<file path="config.mk">
export PLATFORM = sky130hd
export DESIGN_NAME = bfv_div
export DESIGN_NICKNAME = d
export VERILOG_FILES = /design/src/hw/rtl/assert_macros.svh /design/src/hw/rtl/bfv_pkg.sv /design/src/hw/rtl/bfv_div.sv
export SDC_FILE = /design/constraint.sdc
export NUM_CORES = 1
export LEC_CHECK = 0
export BUFFER_PORTS_ARGS = -buffer_cell sky130_fd_sc_hd__buf_4
export CORE_MARGIN = 2
export CORE_UTILIZATION = 55
export DETAILED_ROUTE_END_ITERATION = 10
export GPL_ROUTABILITY_DRIVEN = 0
export HOLD_SLACK_MARGIN = 0.06
export PLACE_DENSITY = 0.8
export SETUP_SLACK_MARGIN = 0.5
export SYNTH_ARGS = -nofsm -noshare
export SYNTH_HDL_FRONTEND = slang
export SYNTH_SLANG_ARGS = --single-unit
</file>
<file path="constraint.sdc">
create_clock -name i_clk -period 3.2 [get_ports i_clk]
set_input_delay 0.32 -clock i_clk [delete_from_list [all_inputs] [get_ports i_clk]]
set_output_delay 0.32 -clock i_clk [all_outputs]
set_load 0.05 [all_outputs]
</file>
<file path="src/hw/rtl/assert_macros.svh">
// ----------------------------------------------------------------------------
// Assertion macros
// Concurrent checks sampled on i_clk, disabled while i_rst_n is low.
// ----------------------------------------------------------------------------
`ifndef ASSERT_MACROS_SVH
`define ASSERT_MACROS_SVH

// same-cycle implication
`define BFV_ASSERT_IMP(lbl, ante, cons) \
    lbl: assert property (@(posedge i_clk) disable iff (!i_rst_n) (ante) |-> (cons)) \
        else $error("bfv assertion failed");

// next-cycle implication
`define BFV_ASSERT_NEXT(lbl, ante, cons) \
    lbl: assert property (@(posedge i_clk) disable iff (!i_rst_n) (ante) |=> (cons)) \
        else $error("bfv assertion failed");

`endif

</file>
<file path="src/hw/rtl/bfv_pkg.sv">
// ----------------------------------------------------------------------------
// bfv_pkg
// Shared types and constants of the flocking vector block.
// ----------------------------------------------------------------------------
package bfv_pkg;

    localparam int BFV_MAX_DRONES = 64;

    localparam int SWARM_W = 7;
    localparam int RAD_W   = 24;
    localparam int POS_W   = 32;
    localparam int VEL_W   = 16;
    localparam int ID_W    = 7;
    localparam int CFG_IDX_W = 2;

    localparam int DVD_W = 50;
    localparam int DVS_W = 25;
    localparam int RAD2_W = 48;
    localparam int ACC_W = 48;
    localparam int MUL_W = 26;
    localparam int ROOT_W = 25;

    localparam logic [CFG_IDX_W-1:0] CFG_SWARM_SIZE = 2'd0;
    localparam logic [CFG_IDX_W-1:0] CFG_AVOID_RAD  = 2'd1;
    localparam logic [CFG_IDX_W-1:0] CFG_COH_RAD    = 2'd2;
    localparam logic [CFG_IDX_W-1:0] CFG_ALIGN_RAD  = 2'd3;

    localparam logic [SWARM_W-1:0] RST_SWARM_SIZE = 7'd4;
    localparam logic [RAD_W-1:0]   RST_AVOID_RAD  = 24'd512;
    localparam logic [RAD_W-1:0]   RST_COH_RAD    = 24'd5120;
    localparam logic [RAD_W-1:0]   RST_ALIGN_RAD  = 24'd2560;

    typedef enum logic [4:0] {
        ST_CLEAR, ST_IDLE, ST_R2A, ST_R2C, ST_R2L, ST_RD, ST_WAIT, ST_SQN, ST_SQE,
        ST_TEST, ST_SQRT, ST_KN, ST_DIVN, ST_KE, ST_DIVE, ST_NEXT, ST_AVG, ST_AVGW,
        ST_DONE
    } t_state;

    typedef struct packed {
        logic             go;
        logic [DVD_W-1:0] num;
        logic [DVS_W-1:0] den;
    } t_div_req;

    typedef struct packed {
        logic             busy;
        logic             done;
        logic [DVD_W-1:0] quo;
    } t_div_rsp;

    typedef struct packed {
        logic             go;
        logic [DVD_W-1:0] rad;
    } t_sqrt_req;

    typedef struct packed {
        logic              busy;
        logic              done;
        logic [ROOT_W-1:0] root;
    } t_sqrt_rsp;

endpackage

</file>
<file path="src/hw/rtl/bfv_div.sv">
// ----------------------------------------------------------------------------
// bfv_div
// Unsigned restoring divider, one quotient bit per cycle.
// ----------------------------------------------------------------------------
module bfv_div
    import bfv_pkg::*;
(
    input  logic     i_clk,
    input  logic     i_rst_n,
    input  t_div_req i_req,
    output t_div_rsp o_rsp
);

    localparam int CNT_W = $clog2(DVD_W);

    logic             r_busy;
    logic             r_done;
    logic [CNT_W-1:0] r_cnt;
    logic [DVS_W-1:0] r_rem;
    logic [DVD_W-1:0] r_quo;
    logic [DVS_W-1:0] r_den;

    logic [DVS_W:0] sh;
    logic [DVS_W:0] diff;
    logic           fit;

    assign sh   = {r_rem, r_quo[DVD_W-1]};
    assign diff = sh - {1'b0, r_den};
    assign fit  = sh >= {1'b0, r_den};

    always_ff @(posedge i_clk) begin
        if (!i_rst_n) begin
            r_busy <= 1'b0;
            r_done <= 1'b0;
            r_cnt  <= '0;
        end else begin
            r_done <= 1'b0;
            if (i_req.go && !r_busy) begin
                r_busy <= 1'b1;
                r_cnt  <= CNT_W'(DVD_W - 1);
            end else if (r_busy) begin
                r_cnt <= r_cnt - 1'b1;
                if (r_cnt == '0) begin
                    r_busy <= 1'b0;
                    r_done <= 1'b1;
                end
            end
        end
    end

    always_ff @(posedge i_clk) begin
        if (i_req.go && !r_busy) begin
            r_quo <= i_req.num;
            r_den <= i_req.den;
            r_rem <= '0;
        end else if (r_busy) begin
            r_rem <= fit ? diff[DVS_W-1:0] : sh[DVS_W-1:0];
            r_quo <= {r_quo[DVD_W-2:0], fit};
        end
    end

    assign o_rsp.busy = r_busy;
    assign o_rsp.done = r_done;
    assign o_rsp.quo  = r_quo;

endmodule

</file>
### Word level (Yosys, flattened, before mapping)

Index checks and enable logic that the tools add are counted.

| storage, ports and cells | value |
|---|---|
| output and inout port bits | 52 |
| input bits | 78 |
| memory bits (read-only) | 0 |
| register bits after elaboration | 108 |
| memory bits (writable) | 0 |
| memories kept | 0 |
| word-level logic and storage cells | 27 |
| latch bits | 0 |

| cells by class | value |
|---|---|
| $mul | 0 |
| mux-type cells | 9 |
| eq/ne operators | 0 |
| div/mod/pow operators | 0 |
| add/sub/neg operators | 2 |
| reductions and logical operators | 6 |
| shifts and indexed selects | 0 |
| order comparisons | 1 |
| bitwise logic cells | 2 |

Operator list:

| cell | count |
|---|---|
| two-way mux 50 bit | 2 |
| greater-or-equal comparator 26 x 25 -> 1 bit | 1 |
| two-way mux 25 bit | 1 |
| subtractor 25 bit | 1 |
| two-way mux 6 bit | 2 |
| zero test 6 bit | 1 |
| subtractor 6 x 1 -> 6 bit (second input constant) | 1 |
| two-way mux 1 bit | 4 |
| OR reduction 3 bit | 1 |
| inverter 1 bit | 2 |
| nonzero test 2 bit | 1 |
| OR reduction 2 bit | 1 |
| logical AND 1 bit | 1 |
| zero test 1 bit | 1 |

### Depth between registers and ports, before layout

Gate-level depths: netlist (run 1).

| depth | value |
|---|---|
| depth in word-level cells | 4 |
| gate-level depth with buffers | 12 |
| gate-level depth less buffers | 11 |

### Least setup slack after synthesis (run 1)

Ideal clock, no wire load.

| timing | value |
|---|---|
| path kind | flip-flop to flip-flop |
| start | reg r_quo[49] |
| end | reg r_rem[9] |
| period minus slack after synthesis | 3.201 ns |
| library setup time | 0.115 ns |
| cell stages (with the launch flop) | 13 |
| required time | 3.085 ns |
| setup slack | -0.001 ns |
| path buffers | 1 |
| arrival time | 3.085 ns |
| path through | edfxtp_1 > inv_1 > ha_1 > inv_1 > fa_1 > a211oi_1 > o21ai_2 > a41oi_2 > o2111ai_2 > and3_4 > buf_6 > or3_1 > a31o_1 |

| on the way | value |
|---|---|
| longest elaborated chain between the ends | 2 |
| elaborated cells on any way between the ends | 3 |
| classes of those cells | add/sub: 1; order compare: 1; mux: 1 |

RTL lines:

| element | RTL line | RTL |
|---|---|---|
| start, declared | bfv_div.sv:20 | `logic [DVD_W-1:0] r_quo;` |
| start signal, assigned | bfv_div.sv:53 | `r_quo <= i_req.num;` |
| start signal, assigned | bfv_div.sv:58 | `r_quo <= {r_quo[DVD_W-2:0], fit};` |
| subtractor 25 bit or greater-or-equal comparator 26 x 25 -> 1 bit (tied branches) | bfv_div.sv:28, bfv_div.sv:29 |  |
| two-way mux 25 bit * | bfv_div.sv:57 | `r_rem <= fit ? diff[DVS_W-1:0] : sh[DVS_W-1:0];` |
| end signal, assigned | bfv_div.sv:57 |  |
| end, declared | bfv_div.sv:19 | `logic [DVS_W-1:0] r_rem;` |

Every way passes the cells marked *; elsewhere a longest branch is shown, timed or not.
A chain may end at the register's enable or synchronous reset.

### Worst setup path after layout (run 1)

| timing | value |
|---|---|
| start | reg r_quo[49] |
| end | reg r_rem[22] |

Same word-level chain as after synthesis.

==> results of run 1 <==
[final timing paths]
| path | start | endpoint | slack, ns | depth (start not counted) |
|---|---|---|---|---|
| max | r_quo[49] | r_rem[22] | 0.40 | 12 |
| min | i_req[16] | r_den[16] | 0.09 | 1 |
| max reg2reg | r_quo[49] | r_rem[22] | 0.40 | 12 |
| min reg2reg | r_cnt[5] | r_cnt[5] | 0.51 | 1 |
[registers in the layout, summed over array words and instances, names as in the netlist]
register and cells:
r_den 25, r_cnt 6, r_quo 50, r_done 1
r_rem 25, r_busy 1
[cell type report]
type	instances	area, um^2	share of cell area
clock buffers	10	128	0.0173
clock inverters	6	53.8	0.00728
inverters	37	139	0.0188
multi-input cells	336	2740	0.371
flip-flops and latches	108	2910	0.394
well taps	136	170	0.0230
repair buffers	161	1250	0.169
[cells by family (layout without fill, tap and decap cells)]
family | Yosys count | in the layout
adders and majority gates | 27 | 27
buffers and inverters | 61 | 214
xor gates and xnor gates | 21 | 21
muxes | 51 | 51
DFF | 108 | 108
AOI/OAI and AO/OA | 124 | 124
and+or+nand+nor | 113 | 113
[per-layer routing]
layer | track usage | part of all wire
met4 | 0.0893 | 0.032
met2 | 0.445 | 0.50
met3 | 0.109 | 0.096
met5 | 0 | 0
met1 | 0.299 | 0.37
[worst max-delay path: cells and delay by family (launching register included)]
family | cells | cell delay [ns]
buffers and inverters | 3 | 0.26
DFF | 1 | 0.41
and+or+nand+nor | 1 | 0.29
adders and majority gates | 2 | 0.54
AOI/OAI and AO/OA | 6 | 1.24
[timing repair]
item / in CTS / in global routing
setup buffers: 10 / 12
gates cloned: 1 / 0
pin swaps: 6 / 23
gates resized for setup: 8 / 24
setup endpoints to repair: 23 / 26
[where the power goes]
part	switching, uW	internal, uW
clock	516	300
sequential	216	1780
combinational	1520	1050
[layout by cell type, fill, tap and decap left out, drive strengths merged, types with 4 or more instances in the layout]
cell type | Yosys | final
nand4 | 11 | 11
o211ai | 11 | 11
a311oi | 4 | 4
o21ai | 14 | 14
buf | 7 | 161
a311o | 7 | 7
clkbuf | 17 | 10
nand2 | 40 | 40
and2 | 12 | 12
nor2b | 4 | 4
edfxtp | 75 | 75
nor3 | 7 | 7
o31ai | 7 | 7
dfxtp | 33 | 33
nand3 | 5 | 5
ha | 26 | 26
xor2 | 14 | 14
inv | 37 | 41
a31o | 5 | 5
a211oi | 11 | 11
xnor2 | 7 | 7
a41oi | 5 | 5
a21oi | 23 | 23
and3 | 7 | 7
mux2 | 50 | 50
nor2 | 16 | 16
a21o | 6 | 6
[stage by stage]
stage,hold slack [ns],power (uW),cell area [um^2]
after floorplan,0.419,3600,5780
after global placement,0.474,4160,6890
after detailed placement,0.486,4250,6890
after CTS,0.0754,5150,7200
after global routing,0.0737,5640,7390
final,0.0881,5380,7390
==> results.cfg, run 1 <==
[clock_tree]
numCtsBuffers = 9
clock_sinks = 108
htreeDepth = 3
postCtsHoldBufs = 0
cts_tree = built
cts_buffer_depth = 2
root_buffer = clkbuf_8
path_clk_slew_ns = 0.12
clk_latency_ns = 0.40

[floorplan]
initial_core_util = 0.563
rows = 37
die_area_mm2 = 0.0113
die_h_um = 106
pin_count = 130
design.core.area_mm2 = 0.0102
dieWidth_um = 106

[synthesis]
synth_compound_area_frac = 0.162
synth_most_common_cell = edfxtp_1
async_flop_share = 0
synth_edf_count = 75
synthMuxAreaShare = 0.0994
synth_fp_nets = 610
ys.flop_type = edfxtp_1
synth-xor-area-share = 0.0319
synth-seq-area-share = 0.505
yosys.area.top_type = edfxtp_1
synthAdderAreaFrac = 0.0599
ys_types = 60
yosys.area_share.simple = 0.0983
syn-cell-area_mm2 = 0.00576
yosys-top-cells-area = edfxtp_1, dfxtp_1, mux2_2, ha_1, nand2_1
synth_top_family_by_area = compound AO/OA/AOI/OAI gates
synth_top_area_frac = 0.391
synth_cells = 505
synth_seq_cells = 108
yosysWarnings = 0
ys_top_cells_by_count = edfxtp_1, mux2_2, nand2_1, inv_1, dfxtp_1
avgSynthCellArea_um2 = 11.4

[critical_path]
path_max_fanout = 6
start_kind = flop
path_cells = inv_1 > ha_2 > inv_2 > fa_2 > a211oi_4 > o21ai_2 > a41oi_2 > o2111ai_2 > and3_4 > buf_4 > o31ai_1 > a31o_2
worstPathRequired_ns = 3.55
slowest_delay_ns = 0.41
worst_path_max_delay_cell = edfxtp_1
path_class = flop to flop
endpoint_kind = flop
arrival_ns = 3.16

[placement]
place_ws_ns = 0.336
dp_hpwl_um = 10400
io_buffer_count = 129
dp.cells = 755

[power_and_ir_drop]
powerDensity_mw_per_mm2 = 728
leakage_uw = 0.00304
ir_drop_uv = 556

[grt]
grt_pass1_vias = 4699
grt_overflow = 0
grt_max_degree = 63
grt.total_usage = 0.262
antenna_found_initial = 0
grt_pass1_wl_um = 23000

[outcome]
status = finished, final reports clean

[drt]
ant_nets = 0
vias = 4734
viasPerCell = 5.96
drtIter0Drc = 366
dr.pass1.iters = 5
wl_per_cell_um = 18.6
finalWirelength_um = 14800
drc = 0

[timing]
worst_clock_skew_ns = 0.0192
relSlewSlack = 0.400
tns_ns = 0
min_period_ns = 2.80
setup_viol = 0
fmax_ghz = 0.357
rsz0062_at_grt = true
period_share = 0.876
worstMarginPinSlew_ns = 0.899
setup_ws_ns = 0.397
final_max_slew_viol_count = 0
hold_viol_final = 0

[run]
cap_violations = 0

[min_path]
hp-class = primary input to flop

[layout]
final_core_util = 0.722
drive_gt1_frac = 0.394
insertedDiodeCount = 0
nets = 758
final_cells = 794
synthToLayoutAreaGrowth_pct = 28.2
fillerInstances = 720
(Power assumes the default switching activity.)
==> run 2, diff against run 1 <==
Settings changed: REMOVE_ABC_BUFFERS set to 1.
==> run 2 against run 1 <==
Effect of this change:
- total power down 1.6%
- first-iteration DRC count down 5.7%
- global-route usage down 1.4 points
- critical path type unchanged
- largest power group unchanged
- highest routed layer unchanged
==> results.cfg, run 2 (same netlist as run 1, synthesis figures left out) <==
[drt]
drc = 0
wl_per_cell_um = 18.0
ant_nets = 0
finalWirelength_um = 14300
viasPerCell = 5.91
vias = 4694
drtIter0Drc = 345
dr.pass1.iters = 5

[grt]
grt.total_usage = 0.248
grt_max_degree = 52
grt_overflow = 0
grt_pass1_vias = 4597
antenna_found_initial = 0
grt_pass1_wl_um = 22200

[clock_tree]
htreeDepth = 3
cts_buffer_depth = 2
cts_tree = built
root_buffer = clkbuf_8
path_clk_slew_ns = 0.12
numCtsBuffers = 9
clock_sinks = 108
postCtsHoldBufs = 0
clk_latency_ns = 0.40

[timing]
hold_viol_final = 0
period_share = 0.880
fmax_ghz = 0.355
relSlewSlack = 0.300
worst_clock_skew_ns = 0.0182
setup_viol = 0
min_period_ns = 2.82
worstMarginPinSlew_ns = 1.05
final_max_slew_viol_count = 0
rsz0062_at_grt = true
setup_ws_ns = 0.384
tns_ns = 0

[power_and_ir_drop]
powerDensity_mw_per_mm2 = 722
power_uw = 5300
leakage_uw = 0.00303
ir_drop_uv = 438

[layout]
top_register = r_quo
fin_area_mm2 = 0.00733
final_cells = 794
insertedDiodeCount = 0
final_common_cell = buf_4
drive_gt1_frac = 0.384
layout_common_cells = buf_4, edfxtp_1, mux2_2
fillerInstances = 715
largest_register_ffs = 50
synthToLayoutAreaGrowth_pct = 27.2
nets = 758
reg.largest.list = r_quo: 50 flops, r_den: 25 flops, r_rem: 25 flops

[run]
cap_violations = 0

[min_path]
hold_depth = 1
hp-class = primary input to flop
hold_path_end = r_den[13]
hold_start = i_req[13]

[outcome]
status = finished, final reports clean

[critical_path]
crit_buf_inv = 2
worstReg2RegStart = r_quo[49]
r2r_end = r_rem[9]
ff2ff_setup_slack_ns = 0.38
worstPathRequired_ns = 3.49
slowest_delay_ns = 0.41
reg2reg_depth = 11
path_max_fanout = 6
worst_path_max_delay_cell = edfxtp_1
path_class = flop to flop
start_kind = flop
path_cells = inv_1 > ha_2 > inv_2 > fa_2 > a211oi_4 > o21ai_2 > a41oi_2 > o2111ai_2 > and3_4 > or3_1 > a31o_1
arrival_ns = 3.10
endpoint_kind = flop
cpLargestDelayFamily = compound AO/OA/AOI/OAI gates

[floorplan]
dieWidth_um = 106
pin_count = 130
die_h_um = 106
die_area_mm2 = 0.0113
design.core.area_mm2 = 0.0102
initial_core_util = 0.563
rows = 37

[placement]
io_buffer_count = 129
place_ws_ns = 0.102
placed_area_mm2 = 0.00689
dp.cells = 756
dp_hpwl_um = 9810
==> run 2: cell types whose count changed in the layout (fill, tap and decap cells not counted), sizes merged <==
cell      change
clkbuf        -1
clkinv        +2
clkinvlp      -1
==> run 2: worst register-to-register path: stages, from the launching register on <==
cell and delay, ns:
edfxtp_1 0.41, inv_1 0.07, ha_2 0.18, inv_2 0.04, fa_2 0.38, a211oi_4 0.27
o21ai_2 0.12, a41oi_2 0.23, o2111ai_2 0.20, and3_4 0.25, or3_1 0.35, a31o_1 0.22
==> run 2: layout make-up <==
cell class | count | area, um^2 | area share
Timing Repair Buffer | 161 | 1230 | 0.168
Multi-Input combinational cell | 336 | 2690 | 0.367
Clock inverter | 7 | 67.6 | 0.00921
Clock buffer | 9 | 124 | 0.0169
Tap cell | 136 | 170 | 0.0232
Inverter | 37 | 139 | 0.0189
Sequential cell | 108 | 2910 | 0.397
==> run 2: report_power, final <==
part           internal, uW  leakage (uW)  switching, uW  total [uW]
clock network           304     0.0000993            535         839
logic                  1010       0.00192           1480        2500
registers              1780       0.00101            182        1960
==> run 2: how the worst max path moves through the flow <==
stage | end | cells after the start | from | slack, ns
6_report | r_rem[9] | 11 | r_quo[49] | 0.38
5_1_grt | r_rem[9] | 11 | r_quo[49] | 0.31
4_1_cts | r_rem[9] | 11 | r_quo[49] | 0.45
3_5_place_dp | r_rem[9] | 11 | r_quo[49] | 0.10
3_3_place_gp | r_quo[0] | 11 | r_quo[49] | 0.19
2_1_floorplan | r_quo[0] | 2 | r_busy | -1.92
==> run 2: what timing repair did <==
item / 4_1_cts / 5_1_grt
setup buffers: 7 / 15
pin swaps: 5 / 12
setup endpoints to repair: 26 / 26
gates resized for setup: 5 / 19
==> run 2: per-stage QoR <==
step / util / hold slack (ns)
6_report: 0.717 / 0.0848
3_5_place_dp: 0.673 / 0.484
2_1_floorplan: - / 0.419
4_1_cts: 0.700 / 0.0669
3_3_place_gp: 0.673 / 0.479
5_1_grt: 0.717 / 0.0639
==> run 2: per-layer routing <==
layer | vias to the layer above | share of wire | wire [um] | GRT usage
li1 | 2215 | - | - | -
met1 | 2195 | 0.39 | 5540 | 0.301
met2 | 246 | 0.48 | 6910 | 0.415
met3 | 38 | 0.10 | 1470 | 0.0914
met4 | 0 | 0.025 | 362 | 0.0714
met5 | - | 0 | 0 | 0
