[src/hw/rtl/assert_macros.svh]
// ----------------------------------------------------------------------------
// Assertion macros
// Concurrent checks sampled on i_clk, disabled while i_rst_n is low.
// ----------------------------------------------------------------------------
`ifndef ASSERT_MACROS_SVH
`define ASSERT_MACROS_SVH

// same-cycle implication
`define BFV_ASSERT_IMP(lbl, ante, cons) \
    lbl: assert property (@(posedge i_clk) disable iff (!i_rst_n) (ante) |-> (cons)) \
        else $error("bfv assertion failed");

// next-cycle implication
`define BFV_ASSERT_NEXT(lbl, ante, cons) \
    lbl: assert property (@(posedge i_clk) disable iff (!i_rst_n) (ante) |=> (cons)) \
        else $error("bfv assertion failed");

`endif

[src/hw/rtl/bfv_pkg.sv]
// ----------------------------------------------------------------------------
// bfv_pkg
// Shared types and constants of the flocking vector block.
// ----------------------------------------------------------------------------
package bfv_pkg;

    localparam int BFV_MAX_DRONES = 64;

    localparam int SWARM_W = 7;
    localparam int RAD_W   = 24;
    localparam int POS_W   = 32;
    localparam int VEL_W   = 16;
    localparam int ID_W    = 7;
    localparam int CFG_IDX_W = 2;

    localparam int DVD_W = 50;
    localparam int DVS_W = 25;
    localparam int RAD2_W = 48;
    localparam int ACC_W = 48;
    localparam int MUL_W = 26;
    localparam int ROOT_W = 25;

    localparam logic [CFG_IDX_W-1:0] CFG_SWARM_SIZE = 2'd0;
    localparam logic [CFG_IDX_W-1:0] CFG_AVOID_RAD  = 2'd1;
    localparam logic [CFG_IDX_W-1:0] CFG_COH_RAD    = 2'd2;
    localparam logic [CFG_IDX_W-1:0] CFG_ALIGN_RAD  = 2'd3;

    localparam logic [SWARM_W-1:0] RST_SWARM_SIZE = 7'd4;
    localparam logic [RAD_W-1:0]   RST_AVOID_RAD  = 24'd512;
    localparam logic [RAD_W-1:0]   RST_COH_RAD    = 24'd5120;
    localparam logic [RAD_W-1:0]   RST_ALIGN_RAD  = 24'd2560;

    typedef enum logic [4:0] {
        ST_CLEAR, ST_IDLE, ST_R2A, ST_R2C, ST_R2L, ST_RD, ST_WAIT, ST_SQN, ST_SQE,
        ST_TEST, ST_SQRT, ST_KN, ST_DIVN, ST_KE, ST_DIVE, ST_NEXT, ST_AVG, ST_AVGW,
        ST_DONE
    } t_state;

    typedef struct packed {
        logic             go;
        logic [DVD_W-1:0] num;
        logic [DVS_W-1:0] den;
    } t_div_req;

    typedef struct packed {
        logic             busy;
        logic             done;
        logic [DVD_W-1:0] quo;
    } t_div_rsp;

    typedef struct packed {
        logic             go;
        logic [DVD_W-1:0] rad;
    } t_sqrt_req;

    typedef struct packed {
        logic              busy;
        logic              done;
        logic [ROOT_W-1:0] root;
    } t_sqrt_rsp;

endpackage

[src/hw/rtl/bfv_isqrt.sv]
// ----------------------------------------------------------------------------
// bfv_isqrt
// Digit-by-digit integer square root, one root bit per cycle.
// ----------------------------------------------------------------------------
module bfv_isqrt
    import bfv_pkg::*;
(
    input  logic      i_clk,
    input  logic      i_rst_n,
    input  t_sqrt_req i_req,
    output t_sqrt_rsp o_rsp
);

    localparam int CNT_W = $clog2(ROOT_W);
    localparam int REM_W = ROOT_W + 3;

    logic              r_busy;
    logic              r_done;
    logic [CNT_W-1:0]  r_cnt;
    logic [DVD_W-1:0]  r_rad;
    logic [REM_W-1:0]  r_rem;
    logic [ROOT_W-1:0] r_root;

    logic [REM_W-1:0] sh;
    logic [REM_W-1:0] trial;
    logic             fit;

    assign sh    = {r_rem[REM_W-3:0], r_rad[DVD_W-1:DVD_W-2]};
    assign trial = {1'b0, r_root, 2'b01};
    assign fit   = sh >= trial;

    always_ff @(posedge i_clk) begin
        if (!i_rst_n) begin
            r_busy <= 1'b0;
            r_done <= 1'b0;
            r_cnt  <= '0;
        end else begin
            r_done <= 1'b0;
            if (i_req.go && !r_busy) begin
                r_busy <= 1'b1;
                r_cnt  <= CNT_W'(ROOT_W - 1);
            end else if (r_busy) begin
                r_cnt <= r_cnt - 1'b1;
                if (r_cnt == '0) begin
                    r_busy <= 1'b0;
                    r_done <= 1'b1;
                end
            end
        end
    end

    always_ff @(posedge i_clk) begin
        if (i_req.go && !r_busy) begin
            r_rad  <= i_req.rad;
            r_rem  <= '0;
            r_root <= '0;
        end else if (r_busy) begin
            r_rad  <= {r_rad[DVD_W-3:0], 2'b00};
            r_rem  <= fit ? (sh - trial) : sh;
            r_root <= {r_root[ROOT_W-2:0], fit};
        end
    end

    assign o_rsp.busy = r_busy;
    assign o_rsp.done = r_done;
    assign o_rsp.root = r_root;

endmodule

[config.mk]
export PLATFORM = sky130hd
export DESIGN_NAME = bfv_isqrt
export DESIGN_NICKNAME = d
export VERILOG_FILES = /design/src/hw/rtl/assert_macros.svh /design/src/hw/rtl/bfv_pkg.sv /design/src/hw/rtl/bfv_isqrt.sv
export SDC_FILE = /design/constraint.sdc
export NUM_CORES = 1
export LEC_CHECK = 0
export ABC_AREA = 1
export BUFFER_PORTS_ARGS = -buffer_cell sky130_fd_sc_hd__clkbuf_2
export CELL_PAD_IN_SITES_DETAIL_PLACEMENT = 2
export CELL_PAD_IN_SITES_GLOBAL_PLACEMENT = 2
export CORE_ASPECT_RATIO = 1.5
export CORE_MARGIN = 1.5
export CORE_UTILIZATION = 25
export CTS_CLUSTER_DIAMETER = 100
export DETAILED_ROUTE_END_ITERATION = 8
export GPL_ROUTABILITY_DRIVEN = 1
export GPL_TIMING_DRIVEN = 1
export HOLD_SLACK_MARGIN = 0.15
export PLACE_DENSITY = 0.63
export SLEW_MARGIN = 20
export SYNTH_ARGS = -nofsm -noshare
export SYNTH_HDL_FRONTEND = slang
export SYNTH_SLANG_ARGS = --single-unit
[constraint.sdc]
create_clock -name i_clk -period 3.5 [get_ports i_clk]
set_input_delay 0.175 -clock i_clk [delete_from_list [all_inputs] [get_ports i_clk]]
set_output_delay 0.175 -clock i_clk [all_outputs]
set_load 0.05 [all_outputs]
After elaboration in Yosys (flattened, before gate mapping)
Cells that the tools add are included.
Storage, ports and cells
  register bits after elaboration: 108
  input port bits: 53
  output and inout bits: 27
  word-level logic and storage cells: 27
Cells by class
  add/sub/neg operators: 2
  order comparisons: 1
  multiplexer cells: 9
  bitwise operators: 2
  reductions and logical operators: 6
Operators with widths (number)
  50-bit two-way mux: 2
  28-bit by 27-bit >= comparator with 1-bit output: 1
  26-bit two-way mux: 1
  26-bit subtractor: 1
  5-bit two-way mux: 2
  5-bit logical NOT: 1
  5-bit by 1-bit subtractor with 5-bit output, second input constant: 1
  1-bit two-way mux: 4
  3-bit OR reduction: 1
  1-bit inverter: 2
  2-bit nonzero test: 1
  2-bit OR reduction: 1
  1-bit logical AND: 1
  1-bit logical NOT: 1

Logic depth before layout (Yosys ltp)
Gate-level depths: netlist of the first run.
  depth in word-level cells: 4
  gate-level depth with buffers: 15
  depth with buffers taken out: 15

Least setup slack after synthesis of the first run
OpenSTA, ideal clock, no wires.
  path kind: register -> register
  start: reg r_busy
  end: reg r_rad[0], enable pin
  library setup time: 0.434 ns
  arrival: 2.204 ns
  required time: 3.066 ns
  slack: 0.862 ns
  cell stages (with the launch flop): 4
  path buffers: 1
  period minus slack after synthesis: 2.638 ns
  path through: dfxtp_1 nor2_1 clkinv_1 clkbuf_1
On the way
  longest elaborated chain between the ends: 3
Ends and longest elaborated chain
  start, declared: RTL line bfv_isqrt.sv:17  | logic r_busy;
  start signal, assigned: RTL line bfv_isqrt.sv:34  | r_busy <= 1'b0;
  start signal, assigned: RTL line bfv_isqrt.sv:40  | r_busy <= 1'b1;
  start signal, assigned: RTL line bfv_isqrt.sv:45  | r_busy <= 1'b0;
  1-bit logical NOT: RTL line bfv_isqrt.sv:53  | if (i_req.go && !r_busy) begin
  1-bit logical AND: RTL line bfv_isqrt.sv:53
  2-bit nonzero test (no line) *
  end signal, assigned: RTL line bfv_isqrt.sv:54  | r_rad <= i_req.rad;
  end signal, assigned: RTL line bfv_isqrt.sv:58  | r_rad <= {r_rad[DVD_W-3:0], 2'b00};
  end, declared: RTL line bfv_isqrt.sv:20  | logic [DVD_W-1:0] r_rad;
Mark *: on every way between the ends. The rest lies on a longest branch, timed or not.
A chain may end at the register's enable or synchronous reset.

Final worst setup path of the first run
  start: reg r_root[13]
  end: reg r_rem[11]
On the way
  longest elaborated chain between the ends: 2
Ends and longest elaborated chain
  start, declared: RTL line bfv_isqrt.sv:22  | logic [ROOT_W-1:0] r_root;
  start signal, assigned: RTL line bfv_isqrt.sv:60  | r_root <= {r_root[ROOT_W-2:0], fit};
  28-bit by 27-bit >= comparator with 1-bit output: RTL line bfv_isqrt.sv:30  | assign fit = sh >= trial;
  26-bit two-way mux: RTL line bfv_isqrt.sv:59  | r_rem <= fit ? (sh - trial) : sh;
  end signal, assigned: RTL line bfv_isqrt.sv:59
  end, declared: RTL line bfv_isqrt.sv:21  | logic [REM_W-1:0] r_rem;
Every way passes these cells.

==> impl_metrics.toml, run 1 <==
[sta]
final-setup-viol-count = 0
period_share_pct = 77.3
slew_headroom_pct = 61.5
period_needed_ps = 2710
timing.fmax_mhz = 370
hold_violations = 0
fin_skew_ps = 10.5
worst_slew_pin_slew_ps = 576
finalSetupTns_ps = 0
rsz0062_at_grt = "no"
drv_slew = 0

[drt]
route.met3.wl_um = 565
vias_per_cell = 4.53
wl_per_cell_um = 15.9
wl_met2_um = 11200
drt_first_iter_violations = 129
ant_nets = 0
route.top_layer_used = "met4"
via_count = 5705
dr.pass1.iters = 4
met1_length_um = 7720
remaining_drc_errors = 0
routed_wl_um = 20000

[die]
die_h_um = 193
ioPinCount = 80
fp.dieArea_um2 = 25000
rows = 69
start_util_pct = 25.4
fp.dieW_um = 130
coreArea_um2 = 23700

[grt]
grt_max_degree = 55
track_usage_pct = 17.2
antenna_found_initial = 0
grt_overflow_total = 0
grt_pass1_vias = 6425
grt_pass1_wl_um = 32800

[synth]
synth_top_area_share_pct = 24.9
synth_edf_count = 50
async_flop_share_pct = 0
syn_avg_cell_area_um2 = 7.41
syn_inst = 812
synth_cell_type_count = 40
netlist_top_cells_area = "edfxtp_1 (25%), nand2_1 (20%), dfxtp_1 (19%), ha_1 (6.0%), inv_1 (5.6%)"
seq_area_frac_synth_pct = 44.2
yosysMostFrequentCell = "nand2_1"
yosysWarnings = 0
synthFlopType = "dfxtp_1"
ys_ff_latch = 108
syn_area_um2 = 6020
synth_fp_nets = 894
synth_commonest_cells = "nand2_1 (326), inv_1 (90), dfxtp_1 (58)"
synth_top_area_cell = "edfxtp_1"

[cts]
clk_pin_slew_ps = 80
cts_htree_levels = 3
insertion_delay_ps = 370
cts_tree = "yes"
cts_made_buffers = 9
cts_buffer_depth = 2
cts.sinks = 108
root_buffer = "clkbuf_16"

[setup_path]
crit_type = "reg -> reg"
crit_path_end_kind = "register"
cp_max_fo = 21
worstReg2RegStart = "r_root[13]"
start_kind = "register"
crit_path_top_delay_cell = "nand3_2"
crit_top_cell = "nand2_1"
worstPathCellList = "inv_1, ha_1, a21oi_1, nand2_1, nand2_1, nand2_1, a21oi_2, nand3_2, buf_4, or2_1, nand3_1, nand2_1"
required_ps = 3760
critPathLaunch = "r_root[13]"
crit_path_max_incr_delay_ps = 400
cp.arrival_ps = 2970

[power_and_ir_drop]
p_switching_mw = 2.85
ir_drop_uv = 257
combPwrFrac_pct = 55.2
power.density_nw_per_um2 = 795
power_leakage_nw = 3.66
swShare_pct = 47.5
pwr-share-clk_pct = 17.0
power_mw = 6.00
p_seq_share_pct = 27.8
internal_power_mw = 3.15

[cells_and_area]
fin_nets = 1018
multi_input_area_um2 = 2870
fin_util_pct = 31.9
diodes = 0
seqCellArea_um2 = 2660
drive_above_1_share_pct = 13.3
final_area_um2 = 7540
syn_to_final_growth_pct = 25.3
fill_cells = 2831

[placed_design]
io_buffers = 79
placed_area_um2 = 6760
hpwl_um = 15000
place.gp.congestion = 0.775

[worst_hold_path]
hold_class = "in -> reg"
worstHoldStart = "i_req[50]"

[run]
drv_cap = 0

[run_status]
status = "completed"
-- cell type report --
class / count / share of cell area [%]
clock buffers: 9 / 2.99
multi-input cells: 585 / 38.1
clock inverters: 6 / 0.614
well taps: 319 / 5.29
inverters: 92 / 4.58
repair buffers: 140 / 13.2
flip-flops and latches: 108 / 35.3
-- worst paths after layout --
path / to / slack (ps) / depth (start not counted)
worst max register to register: r_rem[11] / 790 / 12
worst max-delay path: r_rem[11] / 790 / 12
worst min register to register: r_rem[25] / 470 / 2
worst min-delay path: r_rem[0] / 360 / 5
-- logic make-up (layout without fill, tap and decap cells) --
logic type	count (synthesis)	after routing	synth area share, %
DFF	108	108	44.2
adders and majority gates	29	29	6.03
xor gates and xnor gates	14	14	2.04
AOI/OAI and AO/OA	95	95	9.09
and+or+nand+nor	447	447	30.5
buffers and inverters	119	247	8.13
-- power by group through the flow --
stage	clock (mW)	combinational, mW	sequential, mW
after floorplan	0	2.46	1.69
after global placement	0	3.29	1.70
after detailed placement	0	3.34	1.70
after CTS	1.06	3.41	1.67
after global routing	1.10	3.79	1.69
final	1.02	3.31	1.67
-- state kept, by name, indices dropped and copies added (netlist names) --
| register | cells |
|---|---|
| r_root | 25 |
| r_rad | 50 |
| r_rem | 26 |
| r_busy | 1 |
| r_cnt | 5 |
| r_done | 1 |
-- metal layers --
metal  vias up  global-route usage [%]
met3        22                    3.01
met5         -                       0
met1      2752                    17.4
li1       2855                       -
met2        76                    34.1
met4         0                    6.37
-- critical path, delay by kind of cell (launching register included) --
family                   cells  cell delay (ps)
AND/OR/NAND/NOR              7             1020
AO/OA/AOI/OAI                2              460
flip-flops                   1              340
buffers and inverters        2              400
adder cells (fa/ha/maj)      1              370
-- timing repair --
item,4_1_cts,5_1_grt
hold buffers,51,0
gates resized for setup,0,0
hold endpoints to repair,57,0
buffers inserted,0,0
-- cells in the final DEF, fill, tap and decap left out, types with 2 or more instances in the layout --
| cell | instances |
|---|---|
| o22ai_1 | 24 |
| buf_4 | 9 |
| nand3_2 | 2 |
| clkbuf_2 | 79 |
| clkinv_2 | 2 |
| ha_1 | 29 |
| clkbuf_16 | 9 |
| o211ai_2 | 3 |
| inv_1 | 90 |
| nand3b_1 | 2 |
| dfxtp_1 | 58 |
| xnor2_1 | 12 |
| o21ai_0 | 23 |
| edfxtp_1 | 50 |
| nor3_1 | 5 |
| o21bai_1 | 3 |
| nor2_2 | 3 |
| inv_2 | 2 |
| inv_6 | 2 |
| a21oi_1 | 33 |
| dlygate4sd3_1 | 51 |
| nand2_1 | 325 |
| nand3_1 | 42 |
| xor2_1 | 2 |
| or2_1 | 7 |
| nand2_2 | 6 |
| nor2_1 | 42 |
| o21ai_1 | 4 |
| a31oi_1 | 2 |
| or2_2 | 2 |
| nand4_1 | 7 |
-- through the flow --
step | hold slack (ps) | cells | setup slack [ps]
floorplan | 307 | 812 | 862
global placement | 441 | 1193 | 842
detailed placement | 445 | 1193 | 753
CTS | 380 | 1259 | 730
global route | 397 | 1259 | 465
finish | 362 | 1259 | 795
Note: power is estimated with default switching activity, not from simulation.
==> run 2, diff against run 1 <==
ABC_AREA = 0   (was 1)
PLACE_DENSITY = 0.59   (was 0.63)
clock period = 2.35 ns   (was 3.5 ns; I/O delays follow)
==> run 2 against run 1 <==
- the flow now finishes with violations (negative setup slack)
- via count shrank 13%
- setup slack lost 1100 ps
- worst hold slack lost 97 ps
- total power grew 67%
- clock skew grew 0.77 ps
- combinational power grew 72%
- sequential cell count is the same
- critical path depth is the same
- wire length shrank 7.5%
- global-route usage shrank 1.1 points
- synthesized cell count shrank 36%
- utilization grew 6.1 points
- critical endpoint is now r_rem[24]
==> impl_metrics.toml, run 2 <==
[run_status]
status = "complete, but fails checks"
violations = "negative setup slack"

[drt]
routed_wl_um = 18500
dr.pass1.iters = 6
drt_first_iter_violations = 141
via_count = 4939
remaining_drc_errors = 0
wl_per_cell_um = 17.7
ant_nets = 0
vias_per_cell = 4.74

[synth]
synth_cell_type_count = 52
synthFlopType = "dfxtp_1"
syn_area_um2 = 5660
async_flop_share_pct = 0
ys_ff_latch = 108
syn_inst = 522
syn_avg_cell_area_um2 = 10.8
yosysMostFrequentCell = "dfxtp_1"
seq_area_frac_synth_pct = 47.1
yosysWarnings = 0
synth_commonest_cells = "dfxtp_1 (58), nand2_1 (52), edfxtp_1 (50)"
synth_top_area_share_pct = 26.5
synth_edf_count = 50
synth_top_area_cell = "edfxtp_1"
netlist_top_cells_area = "edfxtp_1 (27%), dfxtp_1 (21%), mux2_2 (9.8%), ha_1 (6.4%), o31ai_1 (3.7%)"
synth_fp_nets = 604

[sta]
slew_headroom_pct = 53.7
drv_slew = 0
period_share_pct = 115
hold_ws_ps = 266
finalSetupTns_ps = -7700
fin_skew_ps = 11.2
rsz0062_at_grt = "yes"
timing.fmax_mhz = 371
period_needed_ps = 2690
worst_slew_pin_slew_ps = 695
worst_slack_ps = -343
final-setup-viol-count = 27
hold_violations = 0

[setup_path]
crit_path_end_kind = "register"
r2r-end = "r_rem[24]"
r2r_slack_ps = -340
r2r_cells = 12
required_ps = 2590
cp.arrival_ps = 2930
crit_type = "reg -> reg"
start_kind = "register"
cp_max_fo = 7
worstReg2RegStart = "r_root[14]"

[placed_design]
hpwl_um = 12900
place.gp.congestion = 0.824
io_buffers = 79
dpl.cell_count = 970
placed_area_um2 = 7360
preCtsSetupSlack_ps = -478

[cts]
cts.sinks = 108
cts_htree_levels = 3
root_buffer = "clkbuf_16"
cts_tree = "yes"
cts_made_buffers = 9
cts_buffer_depth = 2
clk_pin_slew_ps = 80
insertion_delay_ps = 350

[cells_and_area]
diodes = 0
drive_above_1_share_pct = 44.7
fin_util_pct = 38.0
final_cell_mix = "buf_4 (118), clkbuf_2 (79), nand2_1 (51), dlygate4sd3_1 (51), edfxtp_1 (50)"
layout_commonest_cell = "buf_4"
syn_to_final_growth_pct = 49.6
fin_nets = 844
reg.largest.list = "r_rad x50, r_rem x26, r_root x25"
final_area_um2 = 8470
largest-register = "r_rad"
layout.cells.non_filler = 1043
largest_reg_flops = 50

[grt]
track_usage_pct = 16.1
grt_overflow_total = 0
grt_pass1_vias = 5762
antenna_found_initial = 0
grt_max_degree = 61
grt_pass1_wl_um = 29900

[die]
rows = 67
fp.dieArea_um2 = 23600
coreArea_um2 = 22300
die_h_um = 187
fp.dieW_um = 126
start_util_pct = 25.4
ioPinCount = 80

[power_and_ir_drop]
power.density_nw_per_um2 = 1190
power_mw = 10.0
power_leakage_nw = 3.53
ir_drop_uv = 608

[worst_hold_path]
hold_class = "in -> reg"
worstHoldStart = "i_req[50]"
hold_path_end = "r_rem[22]"
whs_path_depth = 4

[run]
drv_cap = 0
run 2: cell types whose count changed in the layout (fill, tap and decap cells not counted), moves of 28 or more:
cell	delta
nand2_1	-274
buf_4	+109
inv_1	-62
mux2_2	+49
nand3_1	-40
nor2_1	-28
run 2: routing by layer:
| layer | vias to the layer above | GRT usage, % | share of wire (%) |
|---|---|---|---|
| met3 | 23 | 2.89 | 3.0 |
| met5 | - | 0 | 0 |
| met2 | 91 | 31.9 | 57 |
| li1 | 2386 | - | - |
| met4 | 0 | 5.17 | 2.1 |
| met1 | 2439 | 16.6 | 38 |
run 2: timing repair:
item | in CTS | in global routing
buffers inserted | 3 | 4
hold endpoints to repair | 57 | 0
endpoints found under the setup margin | 27 | 27
pin swaps | 6 | 9
resized for setup | 24 | 16
hold buffers | 51 | 0
run 2: kinds of logic after synthesis:
kind of cell	share of synthesized area (%)
DFF	47.1
muxes	13.6
xor gates and xnor gates	3.87
adders and majority gates	6.41
AOI/OAI and AO/OA	15.8
buffers and inverters	4.58
and+or+nand+nor	8.65
run 2: where the power goes:
part | internal [mW] | switching, mW | leakage (nW) | total (mW)
registers | 2.31 | 0.186 | 0.992 | 2.50
logic | 3.02 | 2.68 | 2.37 | 5.70
clock network | 1.08 | 0.767 | 0.171 | 1.85
total | 6.41 | 3.63 | 3.53 | 10.0
run 2: layout make-up:
| type | instances | area [um^2] |
|---|---|---|
| flip-flops and latches | 108 | 2730 |
| multi-input cells | 354 | 3020 |
| well taps | 276 | 345 |
| clock inverters | 6 | 118 |
| repair buffers | 254 | 1880 |
| inverters | 35 | 139 |
| clock buffers | 10 | 239 |
| fillers | 2374 | 13800 |
run 2: worst max-delay path: stages, from the launching register on:
cell	delay, ps
dfxtp_4	360
inv_4	40
ha_4	220
and3_4	180
a221o_1	340
a21o_1	170
a311oi_2	240
o31ai_2	130
a21oi_2	150
o21ai_2	90
buf_6	170
mux2_4	300
a22o_1	180
run 2: worst max path at each step:
stage,from,to,slack [ps],cells past startpoint
after floorplan,r_root[11],r_rem[14],-340,13
after global placement,r_root[10],r_rem[2],-400,13
after detailed placement,r_root[0],r_rem[2],-480,13
after CTS,r_root[12],r_rem[24],-350,12
after global routing,r_root[3],r_rem[7],-470,14
final,r_root[14],r_rem[24],-340,12
==> run 3, diff against run 2 <==
ABC_AREA = not set   (was 0)
BUFFER_PORTS_ARGS = not set   (was -buffer_cell sky130_fd_sc_hd__clkbuf_2)
DONT_BUFFER_PORTS = 1   (was not set)
PLACE_DENSITY = 0.54   (was 0.59)
==> run 3 against run 2 <==
- the flow finishes with violations (design-rule violations, negative setup slack)
- first-iteration DRC count down 20%
- global-route usage down 0.70 points
- via count down 7.3%
- sequential power about the same
- register-to-register slack worse by 50 ps
- utilization down 1.7 points
- wire length down 6.2%
- maximum frequency down 1.8%
- combinational power up 2%
- clock power down 15%
==> impl_metrics.toml, run 3 (same netlist as run 2, synthesis figures left out) <==
[sta]
period_share_pct = 117
fin_skew_ps = 14.8
timing.fmax_mhz = 365
period_needed_ps = 2740
worst_slew_pin_slew_ps = 475
final-setup-viol-count = 27
slew_headroom_pct = 68.1
drv_slew = 0
worst_slack_ps = -393
rsz0062_at_grt = "yes"
hold_violations = 0

[drt]
drt_first_iter_violations = 113
wl_met2_um = 10100
met1_length_um = 6210
wl_per_cell_um = 18.0
routed_wl_um = 17300
vias_per_cell = 4.74
remaining_drc_errors = 3
via_count = 4580
dr.pass1.iters = 6
route.met3.wl_um = 561
ant_nets = 0
route.top_layer_used = "met4"

[grt]
track_usage_pct = 15.4
antenna_found_initial = 0
grt_overflow_total = 0
grt_pass1_vias = 5444
grt_pass1_wl_um = 28200
grt_max_degree = 42

[cts]
cts_buffer_depth = 2
cts_made_buffers = 9
root_buffer = "clkbuf_16"
cts.sinks = 108
insertion_delay_ps = 370
cts_htree_levels = 3
cts_tree = "yes"
clk_pin_slew_ps = 80

[power_and_ir_drop]
ir_drop_uv = 589
power_leakage_nw = 3.19
power.density_nw_per_um2 = 1230
power_mw = 9.91

[setup_path]
crit_type = "reg -> reg"
cp.arrival_ps = 3000
cp_max_fo = 10
start_kind = "register"
r2r_slack_ps = -390
crit_path_end_kind = "register"
required_ps = 2610
r2r-end = "r_rem[18]"
critPathLaunch = "r_root[14]"
endpoint = "r_rem[18]"
worstReg2RegStart = "r_root[14]"
r2r_cells = 12

[cells_and_area]
final_cell_mix = "buf_4 (118), dlygate4sd3_1 (53), nand2_1 (51)"
layout_commonest_cell = "buf_4"
fin_nets = 767
largest-register = "r_rad"
fill_cells = 2335
largest_reg_flops = 50
fin_util_pct = 36.3
reg.largest.list = "r_rad x50, r_rem x26, r_root x25"
diodes = 0
final_area_um2 = 8090
drive_above_1_share_pct = 38.6
syn_to_final_growth_pct = 43.0

[run]
drv_cap = 0

[worst_hold_path]
whs_path_depth = 4
hold_class = "in -> reg"

[die]
rows = 67
die_h_um = 187
start_util_pct = 25.4
fp.dieW_um = 126
ioPinCount = 80
coreArea_um2 = 22300
fp.dieArea_um2 = 23600

[placed_design]
placed_area_um2 = 7000
io_buffers = 0
hpwl_um = 12700
place.gp.congestion = 0.806

[run_status]
status = "complete, but fails checks"
violations = "design-rule violations, negative setup slack"
## run 3: timing repair
item	4_1_cts	5_1_grt
setup buffers	5	1
pin swaps	12	6
hold buffers	54	0
setup endpoints to repair	27	28
gates resized for setup	27	15
endpoints found under the hold margin	83	0
## run 3: worst min-delay path by stage
| stage | startpoint | end | slack [ps] |
|---|---|---|---|
| detailed placement | i_req[50] | r_root[16] | 210 |
| global placement | i_req[50] | r_root[1] | 210 |
| CTS | i_req[50] | r_rem[9] | 200 |
| floorplan | i_rst_n | r_busy | 230 |
| global route | i_req[50] | r_rem[12] | 230 |
| finish | i_req[50] | r_rem[9] | 210 |
## run 3: power by group
group          switching (mW)  internal, mW  leakage, nW
clock network           0.819         0.757        0.144
registers               0.188          2.31        0.992
logic                    2.79          3.05         2.06
total                    3.80          6.12         3.19
## run 3: layout make-up
class                           count  area [um^2]  share of cell area [%]
Tap cell                          276          345                    4.27
Clock inverter                      7         77.6                   0.959
Inverter                           35          139                    1.72
Clock buffer                        9          225                    2.78
Timing Repair Buffer              177         1530                    18.9
Multi-Input combinational cell    354         3050                    37.7
Sequential cell                   108         2730                    33.7
## run 3: critical path, cell delays in order, from the launching register on
cell      delay [ps]
dfxtp_4          360
inv_4             40
ha_4             230
and3_4           180
a221o_1          350
a21o_1           180
a311oi_2         240
o31ai_2          130
a21oi_2          160
o21ai_2           90
buf_12           180
mux2_4           290
a22o_1           190
## run 3: through the flow
step | hold slack [ps] | setup slack [ps] | setup TNS (ps) | std cells
finish | 213 | -393 | -9040 | 966
global route | 235 | -512 | -12770 | 966
CTS | 201 | -408 | -9680 | 965
detailed placement | 212 | -715 | -11130 | 891
global placement | 212 | -622 | -8670 | 891
floorplan | 234 | -339 | -7180 | 522
## run 3: metal layers
metal,vias to the layer above,track usage (%)
met1,2262,14.8
met3,19,3.00
li1,2225,-
met4,0,6.32
met5,-,0
met2,74,31.0
